[config.mk]
export PLATFORM = sky130hd
export DESIGN_NAME = lru_slot_cache_with_stats
export DESIGN_NICKNAME = d
export VERILOG_FILES = /design/src/sv/lcs_pkg.sv /design/src/sv/lcs_ram.sv /design/src/sv/lcs_stats.sv /design/src/sv/lru_slot_cache_with_stats.sv
export SDC_FILE = /design/constraint.sdc
export NUM_CORES = 2
export LEC_CHECK = 0
export ABC_AREA = 1
export BUFFER_PORTS_ARGS = -buffer_cell sky130_fd_sc_hd__buf_4
export CAP_MARGIN = 25
export CORE_MARGIN = 1
export CORE_UTILIZATION = 38
export DETAILED_ROUTE_END_ITERATION = 10
export PLACE_DENSITY = 0.55
export SLEW_MARGIN = 0
export SYNTH_ARGS = -nofsm -noshare
export SYNTH_HDL_FRONTEND = slang
export SYNTH_SLANG_ARGS = --single-unit
export TNS_END_PERCENT = 30
[constraint.sdc]
create_clock -name i_clk -period 6.65 [get_ports i_clk]
set_input_delay 0.9975 -clock i_clk [delete_from_list [all_inputs] [get_ports i_clk]]
set_output_delay 0.9975 -clock i_clk [all_outputs]
set_load 0.01 [all_outputs]
[src/sv/lcs_pkg.sv]
// ----------------------------------------------------------------------------
// lcs_pkg
// Shared types and constants of the LRU slot cache with request statistics.
// ----------------------------------------------------------------------------
package lcs_pkg;

    localparam int KEY_W      = 32;
    localparam int SLOT_W     = 16;
    localparam int STAT_W     = 32;
    localparam int CAP_W      = 7;
    localparam int CFG_DATA_W = 16;
    localparam int CFG_IDX_W  = 1;

    localparam logic [CFG_IDX_W-1:0] CFG_CAPACITY   = 1'd0;
    localparam logic [CFG_IDX_W-1:0] CFG_FIRST_SLOT = 1'd1;

    localparam logic [CAP_W-1:0] CAP_RESET = 7'd10;

    localparam logic MODE_ACQUIRE = 1'b0;
    localparam logic MODE_LOOKUP  = 1'b1;

    typedef struct packed {
        logic             mode;
        logic [KEY_W-1:0] key;
        logic             fetch_ok;
    } t_req;

    typedef struct packed {
        logic              hit;
        logic              fallback;
        logic [SLOT_W-1:0] slot_number;
        logic [STAT_W-1:0] total_fetches;
        logic [STAT_W-1:0] hit_count;
        logic [STAT_W-1:0] current_streak;
        logic [STAT_W-1:0] longest_streak;
    } t_res;

    typedef struct packed {
        logic upd;
        logic hit;
    } t_stat_evt;

    typedef struct packed {
        logic [STAT_W-1:0] total_fetches;
        logic [STAT_W-1:0] hit_count;
        logic [STAT_W-1:0] current_streak;
        logic [STAT_W-1:0] longest_streak;
    } t_stats;

endpackage

[src/sv/lcs_ram.sv]
// ----------------------------------------------------------------------------
// lcs_ram
// Simple dual-port entry memory with one write port and a registered read.
// ----------------------------------------------------------------------------
module lcs_ram #(
    parameter int DEPTH = 64,
    parameter int WIDTH = 54
) (
    input  logic                     i_clk,
    input  logic                     i_wr_en,
    input  logic [$clog2(DEPTH)-1:0] i_wr_addr,
    input  logic [WIDTH-1:0]         i_wr_data,
    input  logic                     i_rd_en,
    input  logic [$clog2(DEPTH)-1:0] i_rd_addr,
    output logic [WIDTH-1:0]         o_rd_data
);

    logic [WIDTH-1:0] r_mem [DEPTH];

    always_ff @(posedge i_clk) begin
        if (i_wr_en) begin
            r_mem[i_wr_addr] <= i_wr_data;
        end
    end

    always_ff @(posedge i_clk) begin
        if (i_rd_en) begin
            o_rd_data <= r_mem[i_rd_addr];
        end
    end

endmodule

[src/sv/lcs_stats.sv]
// ----------------------------------------------------------------------------
// lcs_stats
// Wrapping fetch, hit, current-streak and longest-streak counters.
// ----------------------------------------------------------------------------
module lcs_stats (
    input  logic               i_clk,
    input  logic               i_rst_n,
    input  lcs_pkg::t_stat_evt i_evt,
    output lcs_pkg::t_stats    o_stats
);

    import lcs_pkg::*;

    logic [STAT_W-1:0] r_fetch;
    logic [STAT_W-1:0] r_hits;
    logic [STAT_W-1:0] r_streak;
    logic [STAT_W-1:0] r_best;
    logic [STAT_W-1:0] w_streak_inc;

    assign w_streak_inc = r_streak + STAT_W'(1);

    always_ff @(posedge i_clk) begin
        if (!i_rst_n) begin
            r_fetch  <= '0;
            r_hits   <= '0;
            r_streak <= '0;
            r_best   <= '0;
        end else if (i_evt.upd) begin
            r_fetch <= r_fetch + STAT_W'(1);
            if (i_evt.hit) begin
                r_hits   <= r_hits + STAT_W'(1);
                r_streak <= w_streak_inc;
                if (w_streak_inc > r_best) begin
                    r_best <= w_streak_inc;
                end
            end else begin
                r_streak <= '0;
            end
        end
    end

    always_comb begin
        o_stats.total_fetches  = r_fetch;
        o_stats.hit_count      = r_hits;
        o_stats.current_streak = r_streak;
        o_stats.longest_streak = r_best;
    end

endmodule

[src/sv/lru_slot_cache_with_stats.sv]
// ----------------------------------------------------------------------------
// lru_slot_cache_with_stats
// Fully associative LRU tag store mapping keys to slot numbers, with stats.
// ----------------------------------------------------------------------------
// The memory is scanned one word per cycle: once to search and, for a hit, an
// eviction or an insert into a free entry, once more to age; a lookup or a failed
// fetch is not aged. An empty store is not searched.
// A new word can be accepted at the edge that ends the result strobe; the
// receiver cannot stall. Reset empties the store, capacity 10, slot counter 0.
module lru_slot_cache_with_stats #(
    parameter int MAX_ENTRIES = 64,
    parameter int KEY_BITS    = 32
) (
    input  logic                               i_clk,
    input  logic                               i_rst_n,
    input  logic                               start,
    input  lcs_pkg::t_req                      i_req,
    output logic                               busy,
    output logic                               o_valid,
    output lcs_pkg::t_res                      o_res,
    input  logic                               i_cfg_we,
    input  logic [lcs_pkg::CFG_IDX_W-1:0]      i_cfg_idx,
    input  logic [lcs_pkg::CFG_DATA_W-1:0]     i_cfg_data
);

    import lcs_pkg::*;

    localparam int IDX_W  = $clog2(MAX_ENTRIES);
    localparam int CNT_W  = $clog2(MAX_ENTRIES + 1);
    localparam int AGE_W  = IDX_W;
    localparam int WORD_W = KEY_BITS + SLOT_W + AGE_W;
    localparam int CMP_W  = (CNT_W > CAP_W) ? CNT_W : CAP_W;

    typedef struct packed {
        logic [KEY_BITS-1:0] key;
        logic [SLOT_W-1:0]   slot;
        logic [AGE_W-1:0]    age;
    } t_entry;

    typedef enum logic [1:0] {
        S_IDLE,
        S_SCAN,
        S_DECIDE,
        S_UPDATE
    } t_state;

    t_state              r_state;
    logic                r_mode;
    logic [KEY_BITS-1:0] r_key;
    logic                r_ok;
    logic [CNT_W-1:0]    r_ptr;
    logic                r_rd_vld;
    logic [IDX_W-1:0]    r_rd_idx;
    logic                r_found;
    logic [IDX_W-1:0]    r_hit_idx;
    logic [AGE_W-1:0]    r_hit_age;
    logic [SLOT_W-1:0]   r_hit_slot;
    logic                r_old_vld;
    logic [IDX_W-1:0]    r_old_idx;
    logic [AGE_W-1:0]    r_old_age;
    logic [SLOT_W-1:0]   r_old_slot;
    logic [CNT_W-1:0]    r_occ;
    logic [SLOT_W-1:0]   r_next_slot;
    logic [CAP_W-1:0]    r_capacity;
    logic [IDX_W-1:0]    r_dst;
    logic [IDX_W-1:0]    r_last;
    logic                r_all;
    logic [AGE_W-1:0]    r_limit;
    logic [SLOT_W-1:0]   r_new_slot;
    logic                r_res_hit;
    logic                r_res_fb;
    logic [SLOT_W-1:0]   r_res_slot;
    logic                r_strobe;

    logic                w_rd_en;
    logic [IDX_W-1:0]    w_rd_addr;
    logic [WORD_W-1:0]   w_rd_word;
    t_entry              w_rd_data;
    logic                w_wr_en;
    t_entry              w_wr_data;
    logic                w_scan_last;
    logic                w_upd_last;
    logic [CMP_W-1:0]    w_cap;
    logic [CMP_W-1:0]    w_eff;
    logic                w_full;
    logic [SLOT_W-1:0]   w_fresh;
    t_stat_evt           w_evt;
    t_stats              w_stats;

    lcs_ram #(
        .DEPTH (MAX_ENTRIES),
        .WIDTH (WORD_W)
    ) u_ram (
        .i_clk     (i_clk),
        .i_wr_en   (w_wr_en),
        .i_wr_addr (r_rd_idx),
        .i_wr_data (w_wr_data),
        .i_rd_en   (w_rd_en),
        .i_rd_addr (w_rd_addr),
        .o_rd_data (w_rd_word)
    );

    lcs_stats u_stats (
        .i_clk   (i_clk),
        .i_rst_n (i_rst_n),
        .i_evt   (w_evt),
        .o_stats (w_stats)
    );

    assign w_rd_data = t_entry'(w_rd_word);
    assign w_rd_addr = r_ptr[IDX_W-1:0];
    assign w_rd_en   = ((r_state == S_SCAN) && (r_ptr < r_occ)) ||
                       ((r_state == S_UPDATE) && (r_ptr <= CNT_W'(r_last)));

    assign w_scan_last = r_rd_vld && ((CNT_W'(r_rd_idx) + CNT_W'(1)) == r_occ);
    assign w_upd_last  = r_rd_vld && (r_rd_idx == r_last);

    assign w_wr_en = (r_state == S_UPDATE) && r_rd_vld;

    always_comb begin
        w_wr_data = w_rd_data;
        if (r_rd_idx == r_dst) begin
            w_wr_data.key  = r_key;
            w_wr_data.slot = r_new_slot;
            w_wr_data.age  = '0;
        end else if (r_all || (w_rd_data.age < r_limit)) begin
            w_wr_data.age = w_rd_data.age + AGE_W'(1);
        end
    end

    assign w_cap   = CMP_W'(r_capacity);
    assign w_eff   = (w_cap == '0) ? CMP_W'(1) :
                     ((w_cap > CMP_W'(MAX_ENTRIES)) ? CMP_W'(MAX_ENTRIES) : w_cap);
    assign w_full  = CMP_W'(r_occ) >= w_eff;
    assign w_fresh = w_full ? r_old_slot : r_next_slot;

    assign w_evt.upd = (r_state == S_DECIDE) && (r_mode == MODE_ACQUIRE);
    assign w_evt.hit = r_found;

    always_ff @(posedge i_clk) begin
        if (!i_rst_n) begin
            r_state     <= S_IDLE;
            r_ptr       <= '0;
            r_rd_vld    <= 1'b0;
            r_occ       <= '0;
            r_next_slot <= '0;
            r_capacity  <= CAP_RESET;
            r_strobe    <= 1'b0;
            r_found     <= 1'b0;
            r_old_vld   <= 1'b0;
        end else begin
            r_strobe <= 1'b0;
            r_rd_vld <= w_rd_en;
            r_rd_idx <= w_rd_addr;
            if (w_rd_en) begin
                r_ptr <= r_ptr + CNT_W'(1);
            end
            case (r_state)
                S_IDLE: begin
                    if (start) begin
                        r_mode    <= i_req.mode;
                        r_key     <= KEY_BITS'(i_req.key);
                        r_ok      <= i_req.fetch_ok;
                        r_found   <= 1'b0;
                        r_old_vld <= 1'b0;
                        r_ptr     <= '0;
                        r_state   <= (r_occ == '0) ? S_DECIDE : S_SCAN;
                    end
                end
                S_SCAN: begin
                    if (r_rd_vld) begin
                        if (w_rd_data.key == r_key) begin
                            r_found    <= 1'b1;
                            r_hit_idx  <= r_rd_idx;
                            r_hit_age  <= w_rd_data.age;
                            r_hit_slot <= w_rd_data.slot;
                        end
                        if (!r_old_vld || (w_rd_data.age > r_old_age)) begin
                            r_old_vld  <= 1'b1;
                            r_old_idx  <= r_rd_idx;
                            r_old_age  <= w_rd_data.age;
                            r_old_slot <= w_rd_data.slot;
                        end
                        if (w_scan_last) begin
                            r_state <= S_DECIDE;
                        end
                    end
                end
                S_DECIDE: begin
                    r_ptr <= '0;
                    if (r_mode == MODE_LOOKUP) begin
                        r_res_hit  <= r_found;
                        r_res_fb   <= !r_found;
                        r_res_slot <= r_found ? r_hit_slot : '0;
                        r_strobe   <= 1'b1;
                        r_state    <= S_IDLE;
                    end else if (r_found) begin
                        r_res_hit  <= 1'b1;
                        r_res_fb   <= 1'b0;
                        r_res_slot <= r_hit_slot;
                        r_dst      <= r_hit_idx;
                        r_last     <= IDX_W'(r_occ - CNT_W'(1));
                        r_all      <= 1'b0;
                        r_limit    <= r_hit_age;
                        r_new_slot <= r_hit_slot;
                        r_state    <= S_UPDATE;
                    end else begin
                        r_res_hit <= 1'b0;
                        if (!w_full) begin
                            r_next_slot <= r_next_slot + SLOT_W'(1);
                        end
                        if (!r_ok) begin
                            r_res_fb   <= 1'b1;
                            r_res_slot <= '0;
                            r_strobe   <= 1'b1;
                            r_state    <= S_IDLE;
                        end else begin
                            r_res_fb   <= 1'b0;
                            r_res_slot <= w_fresh;
                            r_new_slot <= w_fresh;
                            r_all      <= 1'b1;
                            r_limit    <= '0;
                            if (w_full) begin
                                r_dst  <= r_old_idx;
                                r_last <= IDX_W'(r_occ - CNT_W'(1));
                            end else begin
                                r_dst  <= r_occ[IDX_W-1:0];
                                r_last <= r_occ[IDX_W-1:0];
                                r_occ  <= r_occ + CNT_W'(1);
                            end
                            r_state <= S_UPDATE;
                        end
                    end
                end
                S_UPDATE: begin
                    if (w_upd_last) begin
                        r_strobe <= 1'b1;
                        r_state  <= S_IDLE;
                    end
                end
                default: begin
                    r_state <= S_IDLE;
                end
            endcase
            if (i_cfg_we) begin
                case (i_cfg_idx)
                    CFG_CAPACITY: begin
                        r_capacity <= i_cfg_data[CAP_W-1:0];
                    end
                    CFG_FIRST_SLOT: begin
                        r_next_slot <= i_cfg_data[SLOT_W-1:0];
                    end
                    default: begin
                    end
                endcase
            end
        end
    end

    assign busy    = (r_state != S_IDLE);
    assign o_valid = r_strobe;

    always_comb begin
        o_res.hit            = r_res_hit;
        o_res.fallback       = r_res_fb;
        o_res.slot_number    = r_res_slot;
        o_res.total_fetches  = w_stats.total_fetches;
        o_res.hit_count      = w_stats.hit_count;
        o_res.current_streak = w_stats.current_streak;
        o_res.longest_streak = w_stats.longest_streak;
    end

    a_occ_bound: assert property (@(posedge i_clk) disable iff (!i_rst_n)
        r_occ <= CNT_W'(MAX_ENTRIES))
        else $error("entry count exceeds the store depth");

    a_start_busy: assert property (@(posedge i_clk) disable iff (!i_rst_n)
        (start && !busy) |=> busy)
        else $error("accepted word did not make the block busy");

    a_result_after_work: assert property (@(posedge i_clk) disable iff (!i_rst_n)
        o_valid |-> ($past(busy) && !busy))
        else $error("result strobe without a finished request");

    a_fallback_slot: assert property (@(posedge i_clk) disable iff (!i_rst_n)
        (o_valid && o_res.fallback) |-> (o_res.slot_number == '0))
        else $error("fallback result carries a slot number");

    a_hit_no_fallback: assert property (@(posedge i_clk) disable iff (!i_rst_n)
        (o_valid && o_res.hit) |-> !o_res.fallback)
        else $error("hit result marked as fallback");

    a_write_in_update: assert property (@(posedge i_clk) disable iff (!i_rst_n)
        w_wr_en |-> (r_rd_idx <= r_last))
        else $error("entry write beyond the aging range");

endmodule
==> flow_metrics.py <==
metrics = {
    "status": {
        "status": "finished, final reports clean",
    },
    "timing": {
        "tns_ns": 0,
        "max_freq_mhz": 238,
        "slew_headroom_pct": 17.3,
        "drv_slew": 0,
        "skew_ns": 0.0545,
        "setup_violations": 0,
        "finalHoldViolations": 0,
        "holdWs_ns": 0.207,
        "finalWorstSetupSlack_ns": 2.45,
        "tightest_slew_ns": 1.24,
        "rsz0062_at_grt": "no",
        "layout_worst_path_cycle_share_pct": 63.2,
        "min_period_ns": 4.20,
    },
    "critical_path": {
        "critPathKind": "reg -> reg",
        "start_kind": "flip-flop",
        "crit_top_cell": "nand2_1",
        "critPathBufInv": 3,
        "crit_chain": "ha_1, nand3_1, inv_1, nand2_1, nor4_1, nand2_1, nand2_1, inv_1, ha_1, nand2_1, nor2_1, nand4_1, nor3_1, nand2_1, nand2_2, buf_12, nand3_1, nand2_1, nor2_1",
        "cp_max_fo": 40,
        "required_ns": 7.46,
        "cpLargestDelayFamily": "simple AND/OR/NAND/NOR gates",
        "crit_slowest_cell": "nor3_1",
        "endpoint_kind": "flip-flop",
        "critical_path_arrival_ns": 5.01,
        "worst_path_largest_cell_delay_ns": 0.55,
    },
    "place": {
        "dpl_worst_slack_ns": 2.49,
        "dpl.hpwl_mm": 257,
        "io_buffers": 202,
        "gp_congestion": 0.812,
    },
    "synthesis": {
        "yosysUniqueCellTypes": 54,
        "yosys_warnings": 0,
        "syn_inst": 11900,
        "synth_edf_count": 3659,
        "ys.flop_type": "edfxtp_1",
        "syn_avg_cell_area_um2": 12.8,
        "synth_seq_cells": 3830,
        "syn_nets": 12100,
        "ys_seq_area_share_pct": 74.1,
        "synth-async-reset-ratio_pct": 0,
        "syn_area_um2": 153000,
    },
    "drt": {
        "wl_mm": 491,
        "drc": 0,
        "ant_nets": 0,
        "detail_route.iter0.violations": 13000,
        "viasPerCell": 5.83,
        "vias": 103000,
        "first_pass_iters": 7,
        "post_drt_wl_per_cell_um": 27.9,
    },
    "global_routing": {
        "grt_max_degree": 202,
        "antenna_found_initial": 13,
        "grt_pass1_vias": 97100,
        "grt_pass1_wl_mm": 701,
        "track_usage_pct": 23.4,
        "gr-total-overflow": 0,
    },
    "clocking": {
        "cts_buffers": 390,
        "post_cts_buffers": 0,
        "clkLatencyLatePin_ns": 0.97,
        "cts_tree": "built",
        "cts-root-buf": "clkbuf_16",
        "ctsHoldBuffers": 0,
        "cts_max_level": 5,
        "cts.path.max_buffers": 4,
        "cts-resized-gates": 0,
        "clk_pin_slew_ns": 0.06,
        "cts.sinks": 3830,
    },
    "layout": {
        "syn_to_final_growth_pct": 13.7,
        "fin_util_pct": 43.5,
        "final_common_cell": "edfxtp_1",
        "layout-drive-gt1-share_pct": 9.78,
        "final_net_count": 12100,
        "fillers": 35900,
        "final_cell_mix": "edfxtp_1 (3,659), nor2_1 (2,073), o21ai_0 (1,803)",
    },
    "pwr": {
        "irDropWorstVdd_v": 0.000215,
        "cellLeakagePower_nw": 56.4,
        "finalPower_mw": 49.0,
        "powerDensity_nw_per_um2": 282,
    },
    "floorplanning": {
        "initial_core_util_pct": 38.2,
        "die_area_um2": 405000,
        "core-area_um2": 400000,
        "die_h_um": 636,
        "io_pins": 203,
        "die_w_um": 636,
        "rows": 232,
    },
    "run": {
        "maxCapViolations": 0,
    },
    "min_path": {
        "worst_hold_path_type": "in -> reg",
    },
}
-- cell usage after synthesis, types with 12 or more instances --
cell type / count / share of area, %
o21ai_0: 1814 / 5.9
or2_2: 12 / 0.049
inv_2: 12 / 0.029
buf_2: 232 / 0.76
dfxtp_1: 171 / 2.2
xnor2_1: 40 / 0.23
mux2_2: 37 / 0.27
a21oi_1: 286 / 0.94
nor3_1: 61 / 0.20
o22ai_1: 495 / 2.0
buf_6: 15 / 0.11
buf_1: 41 / 0.10
nand4_1: 53 / 0.22
inv_1: 268 / 0.66
buf_4: 33 / 0.16
xor2_1: 51 / 0.29
o221ai_1: 251 / 1.4
nand3_1: 564 / 1.8
nand2_1: 838 / 2.1
clkbuf_1: 468 / 1.1
nor2_1: 2142 / 5.3
o211ai_1: 186 / 0.91
edfxtp_1: 3659 / 72
o21ai_1: 55 / 0.18
ha_1: 71 / 0.58
-- report_power, final --
group	switching, mW	total (mW)	internal, mW	leakage (nW)
registers	0.0721	26.4	26.3	34.3
logic	0.735	0.983	0.249	16.0
clock network	9.34	21.6	12.3	6.08
total	10.1	49.0	38.8	56.4
-- worst paths after layout --
check                      startpoint                  end  slack (ns)  cells past startpoint
setup / recovery  u_stats.r_streak[0]   u_stats.r_best[26]        2.45                     19
hold / removal              i_req[18]            r_key[17]        0.21                      1
hold reg to reg   u_stats.r_fetch[31]  u_stats.r_fetch[31]        0.47                      2
setup reg to reg  u_stats.r_streak[0]   u_stats.r_best[26]        2.45                     19
-- routing by layer --
layer	up-vias	track usage [%]	routed length (um)
met2	5280	36.5	223000
li1	44400	-	-
met5	-	0	12
met4	2	6.77	14000
met1	52200	34.0	209000
met3	727	3.49	46000
-- worst reg2reg max path, delay by kind of cell, from the launching register on --
| kind | cells | cell delay (ns) |
|---|---|---|
| fa+ha+maj | 2 | 0.56 |
| buf+inv | 3 | 0.48 |
| simple gates | 14 | 2.63 |
| flops | 1 | 0.43 |
-- per-stage QoR --
step                instances  cell area, um^2
floorplan               11900           153000
global placement        16900           161000
detailed placement      16900           161000
CTS                     17600           173000
global route            17600           174000
finish                  17600           174000
-- cell type report --
| class | instances | area (um^2) | area share, % |
|---|---|---|---|
| antenna | 2 | 5.00 | 0.00288 |
| clock buffer | 476 | 10200 | 5.89 |
| clock inverter | 242 | 2160 | 1.24 |
| inverter | 282 | 1100 | 0.636 |
| multi-input combinational | 7035 | 35700 | 20.6 |
| sequential | 3830 | 113000 | 65.2 |
| tap | 5265 | 6590 | 3.79 |
| timing repair buffer | 466 | 4630 | 2.67 |
-- flip-flops by register name, summed over array words and instances (netlist names), 2 cells and up --
name,count
r_state,2
u_stats.r_fetch,32
r_hit_slot,16
u_stats.r_hits,32
r_limit,6
r_last,6
r_old_idx,6
r_hit_idx,6
r_capacity,7
r_next_slot,16
r_rd_idx,6
r_old_age,6
u_stats.r_best,32
r_ptr,7
r_dst,6
r_hit_age,6
r_new_slot,16
u_ram.r_mem,3456
r_occ,7
u_ram.o_rd_data,54
r_key,32
r_old_slot,16
r_res_slot,16
u_stats.r_streak,32
-- kinds of logic after synthesis --
kind of cell | Yosys count | share of synthesized area (%)
adder cells (fa/ha/maj) | 71 | 0.581
XOR/XNOR | 91 | 0.521
buffers and inverters | 1071 | 2.98
AND/OR/NAND/NOR | 3715 | 9.90
flip-flops | 3830 | 74.1
multiplexers | 44 | 0.318
AO/OA/AOI/OAI | 3114 | 11.6
Power figures use the tool's default switching activity.
